### src/rtl/fwsk_fifo.sv
// Small register FIFO used for the command queue and the result queue.
module fwsk_fifo #(
    parameter int WIDTH = 8,
    parameter int DEPTH = 2
) (
    input  logic             i_clk,
    input  logic             i_rst_n,
    input  logic             i_push,
    input  logic [WIDTH-1:0] i_data,
    output logic             o_full,
    input  logic             i_pop,
    output logic [WIDTH-1:0] o_data,
    output logic             o_empty
);
    localparam int PW = (DEPTH > 1) ? $clog2(DEPTH) : 1;
    localparam int CW = $clog2(DEPTH + 1);

    logic [WIDTH-1:0] r_mem [DEPTH];
    logic [PW-1:0]    r_wr, r_rd;
    logic [CW-1:0]    r_cnt;
    logic             w_push, w_pop;

    assign o_full  = (r_cnt == CW'(DEPTH));
    assign o_empty = (r_cnt == '0);
    assign o_data  = r_mem[r_rd];
    assign w_push  = i_push & ~o_full;
    assign w_pop   = i_pop & ~o_empty;

    always_ff @(posedge i_clk) begin
        if (!i_rst_n) begin
            r_wr  <= '0;
            r_rd  <= '0;
            r_cnt <= '0;
        end else begin
            if (w_push) begin
                r_wr <= (r_wr == PW'(DEPTH - 1)) ? '0 : r_wr + 1'b1;
            end
            if (w_pop) begin
                r_rd <= (r_rd == PW'(DEPTH - 1)) ? '0 : r_rd + 1'b1;
            end
            r_cnt <= r_cnt + CW'(w_push) - CW'(w_pop);
        end
    end

    always_ff @(posedge i_clk) begin
        if (w_push) begin
            r_mem[r_wr] <= i_data;
        end
    end

endmodule

### config.mk
export PLATFORM = sky130hd
export DESIGN_NAME = fwsk_fifo
export DESIGN_NICKNAME = d
export VERILOG_FILES = /design/src/rtl/fwsk_fifo.sv
export SDC_FILE = /design/constraint.sdc
export NUM_CORES = 1
export LEC_CHECK = 0
export BUFFER_PORTS_ARGS = -buffer_cell sky130_fd_sc_hd__buf_4
export CORE_MARGIN = 2
export CORE_UTILIZATION = 49
export CTS_CLUSTER_DIAMETER = 60
export DETAILED_ROUTE_END_ITERATION = 7
export GPL_ROUTABILITY_DRIVEN = 0
export PLACE_DENSITY = 0.83
export SYNTH_ARGS = -nofsm -noshare
export SYNTH_HDL_FRONTEND = slang
export SYNTH_SLANG_ARGS = --single-unit
### constraint.sdc
create_clock -name i_clk -period 1.96 [get_ports i_clk]
set_input_delay 0.392 -clock i_clk [delete_from_list [all_inputs] [get_ports i_clk]]
set_output_delay 0.392 -clock i_clk [all_outputs]
set_load 0.05 [all_outputs]
Word level (Yosys, flattened, before mapping)
Memory sizes are Yosys's and may differ from the RTL's. A register that Yosys moved wholly into a read port is not among the register bits.
Index checks and enable logic that the tools add are counted.

word-level totals
  flip-flop bits (word level) = 4
  bits in writable memories = 16
  input port bits = 12
  output and inout bits = 10
  word-level logic and storage cells = 20
  memories = 1

cells by class
  add/sub/neg operators = 4
  equal/unequal tests = 1
  muxes and demuxes = 6
  bitwise gates (word level) = 4
  reductions and logical operators = 1

memories
  memory  depth  width  rd ports  clocked after memory_dff  write ports  line  RTL
  r_mem   2      8      1         1                         1            18    logic [WIDTH-1:0] r_mem [DEPTH];

operator list
  kind                                  count
  2-to-1 mux 1 bit                      6
  adder 1 bit, second input constant    2
  adder 2 x 1 -> 2 bit                  1
  AND 1 bit                             2
  == test 2 bit, second input constant  1
  zero test 2 bit                       1
  NOT 1 bit                             2
  subtractor 2 x 1 -> 2 bit             1

Longest topological paths before layout
  word-level depth = 5
  depth in mapped cells = 8
  depth with buffers taken out = 8

Worst setup path before layout
No wires, ideal clock.

  path kind = flip-flop to flip-flop
  start point = register r_cnt[0]
  end point = register r_cnt[1]
  library setup time = 78 ps
  arrival = 1462 ps
  required time = 1882 ps
  slack = 420 ps
  cell stages (with the launch flop) = 9
  path buffers = 0
  period minus slack after synthesis = 1540 ps
  cell sequence = dfxtp_1 nand2b_1 nand2_1 ha_1 inv_1 ha_1 xor2_1 and2_2 nor3_1

on the way
  longest elaborated chain between the ends = 5
  elaborated cells on any way between the ends = 8
  classes of those cells = 2 x add/sub; 1 x eq/ne; 4 x bitwise; 1 x reduce/logical

RTL lines
  item                           line  RTL
  from (decl)                    20    logic [CW-1:0] r_cnt;
  from (signal assigned)         41    r_cnt <= r_cnt + CW'(w_push) - CW'(w_pop);
  == test 2 bit                  23    assign o_full = (r_cnt == CW'(DEPTH));
  NOT 1 bit                      26    assign w_push = i_push & ~o_full;
  AND 1 bit                      26
  adder 2 x 1 -> 2 bit           41
  subtractor 2 x 1 -> 2 bit (*)  41

Mark *: on every way between the ends. The rest lies on a longest branch, timed or not.
A chain may end at the register's enable or synchronous reset.

==> summary.md <==
| Metric | Value |
|---|---|
| Overall routed net length | 1180 µm |
| Initial drt markers | 4 |
| Relative slew slack | 73.3% |
| Slowest stage cell on the critical path | dfxtp_1 |
| # IOs | 22 |
| Internal reg-to-reg setup slack | 0.27 ns |
| HP Start | i_data[4] |
| CP Max Fanout | 8 |
| Critical-path cell list | mux2_2 > buf_4 |
| Hold Crit Depth | 1 |
| Vias in the first global route | 444 |
| Die H | 44.7 µm |
| Vias | 471 |
| Fin nets | 92 |
| Commonest non-fill, non-tap cells in the layout | 22 x buf_4, 16 x edfxtp_1, 8 x mux2_2, 5 x nor2_1, 5 x dfxtp_1 |
| Top Family by Delay on Critical Path | flip-flops |
| Commonest non-fill, non-tap cell in the layout | buf_4 |
| CTS max path bufs | 2 |
| Max Freq | 550 MHz |
| Leakage power | 0.429 nW |
| CTS Sinks | 21 |
| Clock skew | 0.00862 ns |
| Critical path launch point type | register |
| Post-CTS setup buffers | 0 |
| Syn_nets | 66 |
| Overall routing resource usage | 14.0% |
| Via density | 5.06 |
| Status | complete, no violations |
| CTS root buffer | clkbuf_4 |
| First-pass GRT wire length | 1890 µm |
| Post-route minimum period | 1.82 ns |
| CTS-repair resized insts | 0 |
| Fin. Hold Viols | 0 |
| Max-cap viol count | 0 |
| Max Slew Vio Count | 0 |
| DP Wirelength | 854 µm |
| Reg2Reg Depth | 8 |
| P&R area growth vs syn | 25.4% |
| Wire per inst | 12.7 µm |
| Worst Hold Endpoint | r_mem[0][4] |
| Core area | 0.00152 mm² |
| CP Class | reg -> out |
| Num CTS Buffers | 3 |
| Synth top area share | 59.2% |
| Synth cell types | 17 |
| Worst slew pin tran | 0.401 ns |
| Share of cells above drive strength 1 | 45.5% |
| Drt first pass iters | 2 |
| GR Overflow Total | 0 |
| # rows | 14 |
| Clk Latency, worst-skew pair | 0.29 ns |
| CTS tree | built |
| Fin crit share | 92.7% |
| R2r endpoint | r_cnt[1] |
| Diodes inserted | 0 |
| Worst Setup End Kind | primary output |
| Final setup fails | 0 |
| Starting Density | 53.3% |
| ANT nets after route | 0 |
| Mean post-synth cell area | 15.6 µm² |
| Die X | 44.7 µm |
| Die area | 0.00200 mm² |
| Post-synthesis register bit count | 21 |
| Synth Cell Area | 812 µm² |
| CP peak stage delay | 0.55 ns |
| Buf+Inv Stages, Crit Path | 1 |
| YS warnings | 0 |
| Min-Delay Path Class | in -> reg |
| Syn Inst Count | 52 |
| Sequential-to-total area share from yosys stat | 71.5% |
| Unrepaired setup endpoints after global routing | no |
| # DRC | 0 |
| Setup TNS | 0 ns |
| Final Total Pwr | 1.53 mW |
| Power density cells | 1500 mW/mm² |
| H-tree depth | 1 |
| Peak VDD IR | 825 µV |
| Largest area contributor in the netlist | edfxtp_1 |
| Initial antenna violation count | 0 |
| Largest net degree at the start of global routing | 12 |
| CP arrival | 1.43 ns |
| IO Port Bufs | 21 |
| R2r startpoint | r_cnt[0] |
| # fillers | 123 |
| Synth area leaders | edfxtp_1 59%, dfxtp_1 12%, mux2_2 11% |
| Worst Path Required | 1.57 ns |
| Hold slack | 0.274 ns |
| CTS Hold Bufs | 0 |
| Worst-path clk slew | 0.11 ns |
[final cells by class]
class / count / area, µm² / share of cell area (%)
Timing Repair Buffer: 22 / 165 / 16.2
Multi-Input combinational cell: 27 / 215 / 21.1
Clock buffer: 4 / 26.3 / 2.58
Tap cell: 16 / 20.0 / 1.97
Sequential cell: 21 / 581 / 57.0
Inverter: 3 / 11.3 / 1.11
[how the worst max path moves through the flow]
stage,cells past startpoint,slack (ns),to,startpoint
after floorplan,8,0.42,r_cnt[1],r_cnt[0]
after global placement,8,0.36,r_cnt[1],r_cnt[0]
after detailed placement,8,0.28,r_cnt[1],i_pop
after CTS,2,0.11,o_data[4],register
after global routing,2,0.08,o_data[4],register
final,2,0.14,o_data[4],register
[synthesized netlist by cell type]
master	n
nand2_1	2
nor3_1	1
and3_1	1
edfxtp_1	16
dfxtp_1	5
nor2_1	5
ha_1	2
o21a_2	1
xnor2_1	1
and2_1	1
xor2_1	1
mux2_2	8
buf_2	1
and2_2	1
mux2i_1	1
inv_1	3
nand2b_1	2
[state kept, by name, summed over array words and instances, names as in the netlist, named ones only]
register  flops
r_wr          1
r_cnt         2
r_mem        16
r_rd          1
[power by group]
part | internal, mW | total, mW | switching [mW]
sequential | 0.581 | 0.642 | 0.0605
combinational | 0.252 | 0.690 | 0.438
clock | 0.0790 | 0.195 | 0.116
[cells by family (layout without fill, tap and decap cells)]
logic type	after synthesis	in the layout	share of synthesized area [%]
compound gates	1	1	1.08
xor+xnor	2	2	2.16
fa+ha+maj	2	2	3.08
buf+inv	4	29	2.00
flops	21	21	71.5
mux	9	9	12.3
simple gates	13	13	7.86
[layer usage]
metal  wire, µm  GRT usage, %  up-vias
met3         61          2.80        2
met5          0             0        -
li1           -             -      232
met2        622          23.5       12
met1        479          16.1      225
met4         19          9.09        0
[stage by stage]
step	utilization [%]	instance area (µm²)	worst slack (ns)	cells
after floorplan	-	812	0.420	52
after global placement	65.1	992	0.357	89
after detailed placement	65.1	992	0.279	89
after CTS	66.8	1020	0.112	93
after global routing	66.8	1020	0.0802	93
final	66.8	1020	0.143	93
(Power assumes the default switching activity.)
