`src/rtl/fwsk_pkg.sv`:
```
// Shared types, constants and the arctangent table for the steering kinematics block.
package fwsk_pkg;

    localparam int CFG_IDX_W  = 1;
    localparam int CFG_DATA_W = 24;

    localparam logic [CFG_IDX_W-1:0]  CFG_BASE_LENGTH = 1'b0;
    localparam logic [CFG_IDX_W-1:0]  CFG_TRACK_WIDTH = 1'b1;
    localparam logic [CFG_DATA_W-1:0] CFG_RESET_VALUE = 24'd65536;

    localparam logic signed [31:0] HALF_PI_Q30 = 32'sd1686629713;
    localparam logic [50:0]        RATIO_ONE   = 51'd65536;
    localparam logic [1:0]         WHEEL_LAST  = 2'd3;

    typedef logic signed [33:0] t_coord;

    typedef struct packed {
        logic               req_type;
        logic signed [31:0] turn_radius;
        logic signed [31:0] center_x;
        logic signed [31:0] center_y;
        logic signed [31:0] speed_command;
    } t_req;

    typedef struct packed {
        logic signed [15:0] steer_front_left;
        logic signed [15:0] steer_front_right;
        logic signed [15:0] steer_back_right;
        logic signed [15:0] steer_back_left;
        logic signed [31:0] drive_front_left;
        logic signed [31:0] drive_front_right;
        logic signed [31:0] drive_back_right;
        logic signed [31:0] drive_back_left;
    } t_rsp;

    // One classified command: per wheel an offset pair and two sign flags,
    // wheels ordered front left, front right, back right, back left.
    typedef struct packed {
        logic               req_type;
        logic signed [31:0] speed;
        t_coord             rad_x;
        t_coord             rad_y;
        logic [34:0]        den_abs;
        t_coord [3:0]       px;
        t_coord [3:0]       py;
        logic [3:0]         aneg;
        logic [3:0]         dneg;
    } t_job;

    typedef enum logic [3:0] {
        B_IDLE,
        B_LOAD,
        B_RAD_WAIT,
        B_WHEEL,
        B_WHEEL_WAIT,
        B_DIV,
        B_DIV_WAIT,
        B_DRV1,
        B_DRV2,
        B_DRV3,
        B_OUT
    } t_bstate;

    // atan(2^-i) in Q.30 radians
    function automatic logic [30:0] atan_q30(input logic [4:0] idx);
        case (idx)
            5'd0:    return 31'd843314857;
            5'd1:    return 31'd497837829;
            5'd2:    return 31'd263043837;
            5'd3:    return 31'd133525159;
            5'd4:    return 31'd67021687;
            5'd5:    return 31'd33543516;
            5'd6:    return 31'd16775851;
            5'd7:    return 31'd8388437;
            5'd8:    return 31'd4194283;
            5'd9:    return 31'd2097149;
            5'd10:   return 31'd1048576;
            5'd11:   return 31'd524288;
            5'd12:   return 31'd262144;
            5'd13:   return 31'd131072;
            5'd14:   return 31'd65536;
            5'd15:   return 31'd32768;
            5'd16:   return 31'd16384;
            5'd17:   return 31'd8192;
            5'd18:   return 31'd4096;
            5'd19:   return 31'd2048;
            5'd20:   return 31'd1024;
            5'd21:   return 31'd512;
            5'd22:   return 31'd256;
            5'd23:   return 31'd128;
            default: return 31'd0;
        endcase
    endfunction

endpackage

```
`src/rtl/fwsk_front.sv`:
```
// Front end: turns a steering command into per-wheel offsets and sign flags.
module fwsk_front (
    input  fwsk_pkg::t_req                    i_req,
    input  logic [fwsk_pkg::CFG_DATA_W-1:0]   i_base_len,
    input  logic [fwsk_pkg::CFG_DATA_W-1:0]   i_track_w,
    output fwsk_pkg::t_job                    o_job
);
    import fwsk_pkg::*;

    t_coord      w_hl, w_hw, w_r, w_dl, w_dr, w_cx, w_cy, w_fx, w_bx, w_ly, w_ry;
    logic [33:0] w_r_abs, w_cy_abs;
    logic        w_k, w_inv, w_flip;

    always_comb begin
        // half lengths in Q.17 are the raw register values
        w_hl     = {10'd0, i_base_len};
        w_hw     = {10'd0, i_track_w};
        w_r      = {i_req.turn_radius[31], i_req.turn_radius, 1'b0};
        w_cx     = {i_req.center_x[31], i_req.center_x, 1'b0};
        w_cy     = {i_req.center_y[31], i_req.center_y, 1'b0};
        w_dl     = w_r - w_hw;
        w_dr     = w_r + w_hw;
        w_fx     = w_cx - w_hl;
        w_bx     = w_cx + w_hl;
        w_ly     = w_cy - w_hw;
        w_ry     = w_cy + w_hw;
        w_r_abs  = w_r[33] ? 34'(-w_r) : 34'(w_r);
        w_cy_abs = w_cy[33] ? 34'(-w_cy) : 34'(w_cy);
        w_k      = (w_r_abs >= 34'(w_hw));
        w_inv    = (w_cy_abs > 34'(w_hw));
        // center of rotation on the left wheel line, behind the front axle
        w_flip   = (w_ly == '0) && w_fx[33];

        o_job.req_type = i_req.req_type;
        o_job.speed    = i_req.speed_command;
        o_job.rad_x    = w_cx;
        o_job.rad_y    = w_cy;
        o_job.den_abs  = {1'b0, w_r_abs};
        if (!i_req.req_type) begin
            o_job.px   = {w_hl, w_hl, w_hl, w_hl};
            o_job.py   = {w_dl, w_dr, w_dr, w_dl};
            o_job.aneg = 4'b1100;
            o_job.dneg = {1'b0, ~w_k, ~w_k, 1'b0};
        end else begin
            o_job.px   = {w_bx, w_bx, w_fx, w_fx};
            o_job.py   = {w_ly, w_ry, w_ry, w_ly};
            o_job.aneg = {~w_flip, 1'b1, 1'b1, ~w_flip};
            o_job.dneg = {~w_inv, 1'b0, 1'b0, ~w_inv};
        end
    end

endmodule

```
`config.mk`:
```
export PLATFORM = sky130hd
export DESIGN_NAME = fwsk_front
export DESIGN_NICKNAME = d
export VERILOG_FILES = /design/src/rtl/fwsk_pkg.sv /design/src/rtl/fwsk_front.sv
export SDC_FILE = /design/constraint.sdc
export NUM_CORES = 1
export LEC_CHECK = 0
export BUFFER_PORTS_ARGS = -buffer_cell sky130_fd_sc_hd__buf_2
export CAP_MARGIN = 10
export CORE_AREA = 4 4 228 230
export DETAILED_ROUTE_END_ITERATION = 8
export DIE_AREA = 0 0 232 234
export PLACE_DENSITY = 0.55
export SYNTH_ARGS = -nofsm -noshare
export SYNTH_HDL_FRONTEND = slang
export SYNTH_SLANG_ARGS = --single-unit
```
`constraint.sdc`:
```
create_clock -name vclk -period 14.8
set_input_delay 1.48 -clock vclk [all_inputs]
set_output_delay 1.48 -clock vclk [all_outputs]
set_load 0.02 [all_outputs]
```
# Yosys cells after proc, flatten, opt, wreduce, memory -nomap -nowiden
# Cells that the tools add are included.
# totals
in_bits,177
register_bits,0
# classes
n_bitwise,3
muxes,3
magnitude_cmp,2
reduce_logical,2
add_sub_neg,8
# ops
cell,n
2-to-1 mux 280 bit,1
adder 33 x 25 -> 34 bit,3
subtractor 33 x 25 -> 34 bit,3
2-to-1 mux 34 bit,2
negation 33 -> 34 bit,2
greater-or-equal comparator 34 x 24 -> 1 bit,1
> comparator 34 x 24 -> 1 bit,1
zero test 34 bit,1
inverter 1 bit,3
logical AND 1 bit,1

# Depth between registers and ports, before layout
# Gate-level depths: netlist of run 1.
# depth
word_depth,5
mapped_depth,20

# Worst setup path after synthesis of run 1
# No wires, ideal clock.
# synth_timing
kind,input port to output port
startpoint,in i_req[128] (netlist bit)
endpoint,out o_job[102] (netlist bit)
slack_ps,7574
path_buffers,5
arrival_ps,5746
required_time_ps,13320
stages,16
path_cell_list,clkbuf_1 clkbuf_1 clkbuf_1 buf_1 mux2_2 ha_1 a21oi_1 o21ai_0 or3_1 o211a_1 o2111ai_1 a21boi_0 nor2_1 and4b_1 a211oi_1 buf_4
# synth_rtl
element,line_no,source
"start, declared",fwsk_front.sv:3,"input fwsk_pkg::t_req i_req,"
"end, declared",fwsk_front.sv:6,output fwsk_pkg::t_job o_job

==> results of run 1 <==
[where the power goes]
group	total, uW	leakage [uW]	internal, uW	switching (uW)
clock network	0.0000181	0.0000000127	0.0000181	0
registers	0	0	0	0
logic	848	0.00690	284	564
[cell usage in the layout (no fill, tap or decap), drive strengths merged, types with 11 or more instances in the layout]
| master | synthesis | routed |
|---|---|---|
| nor4 | 20 | 20 |
| mux2 | 23 | 23 |
| o21bai | 19 | 19 |
| or3 | 20 | 20 |
| xor2 | 24 | 24 |
| a211oi | 21 | 21 |
| a21o | 64 | 64 |
| nand3 | 48 | 48 |
| mux2i | 20 | 20 |
| or4 | 17 | 17 |
| nand2 | 133 | 133 |
| nor3 | 44 | 44 |
| inv | 110 | 110 |
| nor2 | 118 | 118 |
| o21ai | 127 | 127 |
| nand2b | 31 | 31 |
| o31ai | 27 | 27 |
| ha | 164 | 164 |
| a21oi | 148 | 148 |
| o21a | 23 | 23 |
| nand4 | 21 | 21 |
| buf | 264 | 528 |
| o41ai | 11 | 11 |
| xnor2 | 127 | 127 |
| nand3b | 12 | 12 |
| o211ai | 19 | 19 |
| and3 | 21 | 21 |
| nor2b | 17 | 17 |
| a31oi | 18 | 18 |
[cells in the mapped netlist (all sizes together), types with 5 or more instances]
master	instances	area, um2
xnor2	127	1110
a21o	64	480
and4	5	43.8
and3	21	131
fa	5	100
or4	17	143
a31oi	18	113
and2	10	62.6
nor3	44	220
o31a	6	52.6
nand3	48	240
o31ai	27	208
xor2	24	210
a221oi	5	43.8
nand2b	31	194
nand3b	12	90.1
or2	6	37.5
a21oi	148	741
nor2b	17	106
o21ai	127	643
ha	164	2050
mux2i	20	200
o21bai	19	143
a22oi	6	45.0
buf	264	1930
o2111ai	9	78.8
inv	110	413
clkbuf	65	244
a211oi	21	158
o211ai	19	143
or3	20	140
nor4	20	131
o311ai	6	52.6
nand2	133	499
o21a	23	173
nand4	21	131
a21boi	8	60.1
a311oi	9	78.8
o41ai	11	96.3
mux2	23	259
nor2	118	443
[through the flow]
| stage | utilization | total power [uW] | worst slack [ns] | hold WS [ns] | cell area [um2] |
|---|---|---|---|---|---|
| 2_1_floorplan | - | 654 | 7.57 | 3.07 | 12900 |
| 3_3_place_gp | 0.286 | 843 | 7.57 | 2.96 | 14200 |
| 3_5_place_dp | 0.286 | 845 | 7.56 | 2.96 | 14200 |
| 4_1_cts | 0.286 | 849 | 7.56 | 2.96 | 14200 |
| 5_1_grt | 0.286 | 919 | 7.27 | 2.96 | 14200 |
| 6_report | 0.286 | 848 | 7.60 | 2.96 | 14200 |
[cell families (layout without fill, tap and decap cells)]
logic type,after synthesis,after routing
compound gates,564,564
xor+xnor,151,151
fa+ha+maj,169,169
buf+inv,439,638
mux,43,43
other cells,2,8
simple gates,535,535
[per-layer routing]
metal / track usage / share of wire / vias to the layer above
li1: - / - / 7032
met1: 0.225 / 0.41 / 6951
met2: 0.337 / 0.49 / 570
met3: 0.0233 / 0.058 / 111
met4: 0.0654 / 0.041 / 4
met5: 0 / 0.00068 / -
[how the worst max path moves through the flow]
stage	start	endpoint	slack [ns]	depth (start not counted)
after floorplan	i_req[128]	o_job[102]	7.57	16
after global placement	i_req[107]	o_job[2]	7.57	14
after detailed placement	i_req[107]	o_job[1]	7.56	16
after CTS	i_req[107]	o_job[1]	7.56	16
after global routing	i_req[128]	o_job[68]	7.27	16
final	i_req[128]	o_job[68]	7.60	16
[layout make-up]
type / instances / area (um2) / area share
Inverter: 110 / 413 / 0.0290
Multi-Input combinational cell: 1468 / 10300 / 0.725
Tap cell: 672 / 841 / 0.0590
Antenna cell: 2 / 5.00 / 0.000351
Timing Repair Buffer: 528 / 2660 / 0.187
==> flow_summary.rst, run 1 <==
.. list-table::
   :header-rows: 1

   * - Metric
     - Value
   * - Average wire per cell in the routed design
     - about 20 um
   * - Mapped cell area
     - between 10000 and 15000 um2
   * - Iteration count of the initial detailed-routing pass
     - 5
   * - First-pass GRT wire length
     - 80200 um
   * - Max-capacitance violation count
     - 0
   * - X dimension of the die
     - between 200 and 250 um
   * - Post-synthesis average cell area
     - 6.78 um2
   * - Height of the die
     - approximately 230 um
   * - Cells along the critical path
     - buf_6 -> inv_1 -> buf_4 -> a21boi_0 -> inv_1 -> ha_1 -> a211oi_1 -> o21ai_0 -> o2111a_1 -> o211a_1 -> o2111ai_1 -> a21boi_0 -> o211ai_1 -> xnor2_1 -> a211oi_1 -> buf_2
   * - Total of buffers placed on input and output ports
     - about 520
   * - Layout overhead on the synthesized area
     - 10.5%
   * - Final setup violating endpoints
     - 0
   * - Synth Area in XOR/XNOR
     - 0.103
   * - Number of hold-repair buffers added at the cts stage
     - 0
   * - Period Utilization, post-route
     - 0.487
   * - Area share of and/or/nand/nor cells after synthesis
     - 0.211
   * - Dpl hpwl
     - 48100 um
   * - Filler cell count
     - 5507
   * - Layout cells sized above 1
     - 0.270
   * - Total count of hold-check failures in the final report
     - 0
   * - Flip-flop and latch count
     - 0
   * - Max rail drop VDD
     - between 0.03 and 0.04 mV
   * - Destination of the worst hold path
     - o_job[408]
   * - Synthesized instance count
     - ~1900
   * - Sequential fraction of the synthesis area
     - 0
   * - Post-CTS resize count
     - 0
   * - Pin count of the biggest net entering global routing
     - 92
   * - Delay of the slowest cell on the worst path
     - roughly 0.55 ns
   * - Unique masters post-synth
     - 74
   * - Total number of placement rows
     - between 80 and 90
   * - Arrival time at the worst endpoint
     - 5.72 ns
   * - Mux share of post-synthesis cell area
     - 0.0356
   * - Final Slew Violations
     - 0
   * - GP Congestion
     - about 0.96
   * - Final worst path period need
     - 7.20 ns
   * - GRT Util Overall
     - 0.185
   * - Crit-path slowest cell
     - a21boi_0
   * - Classification of the worst-slack hold path
     - in -> out
   * - Total setup buffers inserted after CTS
     - 0
   * - Count of unresolved DRC violations after routing
     - 0
   * - CP Data Required Time
     - between 10 and 15 ns
   * - Max-Slew Margin vs Limit
     - 0.367
   * - Dpl cells
     - roughly 2800
   * - Routed via count divided by cell count
     - 5.28
   * - RSZ-0062 raised after global routing
     - no
   * - Synth Warn #
     - 0
   * - Number of standard cells in the final layout excluding fillers
     - roughly 2800
   * - Die Area
     - 54300 um2
   * - Slew @ Worst Pin
     - ~0.94 ns
   * - Antenna violations before repair
     - 6
   * - Total Nets Final
     - roughly 2500
   * - Adder-cell area share of the yosys netlist
     - 0.167
   * - Hold path depth
     - 0
   * - Effective utilization at floorplan
     - 0.259
   * - Via total after detailed routing
     - roughly 15000
   * - Result of the run
     - completed
   * - Violation count after the first detailed-route iteration
     - a little over 1000
   * - Main combinational cell family by area after synthesis
     - compound AO/OA/AOI/OAI gates
   * - Buffers & Inverters on Critical Path
     - 5
   * - Floorplan core area
     - 49900 um2
   * - Number of global-route vias before repair
     - roughly 14000
   * - Maximum clock rate
     - ~0.14 GHz
   * - # clk buffers
     - 0
   * - Top-level port count
     - between 500 and 600
   * - Synthesized-area fraction occupied by ao, oa, aoi and oai cells
     - 0.283
   * - Total Wirelength
     - 55700 um
   * - Class of the most critical setup path
     - in -> out
   * - Overflow after GRT
     - 0
   * - Type of element launching the critical path
     - primary input
   * - FF+latch area
     - 0 um2
   * - Endpoint kind of the worst setup timing path
     - output port
   * - Startpoint of the lowest-slack hold path
     - i_req[25]
   * - Antenna violation net count after detailed routing
     - 0
   * - Cell family with the largest share of critical-path delay
     - compound AO/OA/AOI/OAI gates
   * - Total leakage power
     - 0.00690 uW
   * - Max Fanout on Critical Path
     - 69
   * - Sum Neg Setup Slack
     - 0 ns
   * - Power density over the cells
     - a little under 60 nW/um2
No activity file was read; power rests on OpenSTA's default activity.
==> run 2, diff against run 1 <==
--- a/config.mk
+++ b/config.mk
@@ -7,10 +7,10 @@
 export LEC_CHECK = 0
 export BUFFER_PORTS_ARGS = -buffer_cell sky130_fd_sc_hd__buf_2
 export CAP_MARGIN = 10
-export CORE_AREA = 4 4 228 230
+export CORE_AREA = 4 4 226 228
 export DETAILED_ROUTE_END_ITERATION = 8
-export DIE_AREA = 0 0 232 234
-export PLACE_DENSITY = 0.55
+export DIE_AREA = 0 0 230 232
+export PLACE_DENSITY = 0.58
 export SYNTH_ARGS = -nofsm -noshare
 export SYNTH_HDL_FRONTEND = slang
 export SYNTH_SLANG_ARGS = --single-unit
==> constraint.sdc (replaced) <==
create_clock -name vclk -period 5.9
set_input_delay 0.59 -clock vclk [all_inputs]
set_output_delay 0.59 -clock vclk [all_outputs]
set_load 0.02 [all_outputs]
==> run 2 against run 1 <==
  * Routed wire length rose by 2.1%
  * Non-clock buffer count increased by 5
  * Die area shrank 1.7%
  * First-iteration DRC count rose by 7.2%
==> flow_summary.rst, run 2 (same netlist as run 1, synthesis figures left out) <==
.. list-table::
   :header-rows: 1

   * - Metric
     - Value
   * - Result of the run
     - completed
   * - Count of unresolved DRC violations after routing
     - 0 (unchanged)
   * - Most common cell after layout, fill and taps aside
     - buf_2
   * - Total Nets Final
     - 2459 (+0.20%)
   * - Sum Neg Setup Slack
     - 0 ns (unchanged)
   * - Class of the most critical setup path
     - in -> out
   * - X dimension of the die
     - 230 um (-0.86%)
   * - Classification of the worst-slack hold path
     - in -> out
   * - RSZ-0062 raised after global routing
     - no
   * - Antenna violations before repair
     - 7 (+1)
   * - Number of global-route vias before repair
     - 14151 (+2.1%)
   * - Via total after detailed routing
     - 14711 (+0.29%)
   * - Total setup buffers inserted after CTS
     - 0 (unchanged)
   * - Endpoint kind of the worst setup timing path
     - output port
   * - CP Data Required Time
     - 5.31 ns (-8.01 ns)
   * - Final Slew Violations
     - 0 (unchanged)
   * - Max-capacitance violation count
     - 0 (unchanged)
   * - GP Congestion
     - 0.931 (-3.1%)
   * - Final Cell Area
     - 14300 um2 (+0.26%)
   * - Antenna violation net count after detailed routing
     - 0 (unchanged)
   * - Worst hold slack
     - 1.18 ns (-1.78 ns)
   * - Most used cells in the layout excluding fill and tap cells
     - buf_2, ha_1, a21oi_1
   * - Arrival time at the worst endpoint
     - 4.78 ns (-0.94 ns)
   * - Final worst path period need
     - 5.37 ns
   * - Final setup violating endpoints
     - 0 (unchanged)
   * - Layout overhead on the synthesized area
     - 10.8%
   * - Type of element launching the critical path
     - primary input
   * - Max Fanout on Critical Path
     - 8 (-88%)
   * - Dpl hpwl
     - 49100 um (+2.0%)
   * - Iteration count of the initial detailed-routing pass
     - 7 (+2)
   * - Routed via count divided by cell count
     - 5.29 (+0.26%)
   * - Floorplan core area
     - 48800 um2 (-2.0%)
   * - Slew @ Worst Pin
     - 0.965 ns (+0.0234 ns)
   * - First-pass GRT wire length
     - 83200 um (+3.7%)
   * - Area after DPL
     - 14300 um2 (+0.25%)
   * - Layout cells sized above 1
     - 0.272 (+0.00173)
   * - Top-level port count
     - 593 (unchanged)
   * - FF+latch area
     - 0 um2 (unchanged)
   * - Post-CTS resize count
     - 0 (unchanged)
   * - Max-Slew Margin vs Limit
     - 0.350 (-0.0170)
   * - Total number of placement rows
     - 81 (-1.2%)
   * - Filler cell count
     - 5427 (-1.5%)
   * - Number of standard cells in the final layout excluding fillers
     - 2781 (+0.036%)
   * - Overflow after GRT
     - 0 (unchanged)
   * - Total count of hold-check failures in the final report
     - 0 (unchanged)
   * - Maximum clock rate
     - roughly 0.19 GHz
   * - Height of the die
     - 232 um (-0.85%)
   * - Die Area
     - 53400 um2 (-1.7%)
   * - Total of buffers placed on input and output ports
     - 523 (unchanged)
   * - Average wire per cell in the routed design
     - 20.5 um (+2.1%)
   * - Period Utilization, post-route
     - 0.910
   * - Total Wirelength
     - 56900 um (+2.1%)
   * - Flip-flop and latch count
     - 0 (unchanged)
   * - Dpl cells
     - 2775 (-0.072%)
   * - GRT Util Overall
     - 0.194 (+0.00856)
   * - Number of hold-repair buffers added at the cts stage
     - 0 (unchanged)
   * - Violation count after the first detailed-route iteration
     - 1097 (+7.2%)
   * - Effective utilization at floorplan
     - 0.264 (+0.00537)
   * - Pin count of the biggest net entering global routing
     - 90 (-2.2%)
   * - # clk buffers
     - 0 (unchanged)
-- run 2: final timing paths --
check             slack (ns)    startpoint  depth (start not counted)         end
setup / recovery        0.53  i_track_w[0]                         14    o_job[7]
hold / removal          1.18     i_req[13]                          0  o_job[396]
-- run 2: layout make-up --
cell class	count	area [um2]	share of cell area
Inverter	110	413	0.0289
Multi-Input combinational cell	1468	10300	0.723
Tap cell	664	831	0.0581
Timing Repair Buffer	533	2700	0.189
Antenna cell	6	15.0	0.00105
-- run 2: through the flow --
| stage | utilization | setup slack, ns |
|---|---|---|
| finish | 0.292 | 0.530 |
| global route | 0.292 | 0.285 |
| CTS | 0.292 | 0.583 |
| detailed placement | 0.292 | 0.594 |
| global placement | 0.292 | 0.579 |
| floorplan | - | 0.454 |
-- run 2: worst max-delay path, stage by stage --
cell and delay (ns):
buf_2 0.16, inv_1 0.13, fa_1 0.52, a21o_1 0.23, a221oi_1 0.60, xnor2_1 0.17, or4_1 0.57, nor4b_1 0.32
nand3b_1 0.12, nor4_1 0.54, buf_4 0.23, and4_1 0.25, nand4_1 0.12, buf_2 0.22
-- run 2: metal layers --
layer  vias to the layer above  part of all wire  global-route usage
met3                        91             0.059              0.0193
met1                      6931              0.41               0.239
met4                         2             0.042              0.0769
met2                       634              0.49               0.347
li1                       7053                 -                   -
met5                         -           0.00023                   0
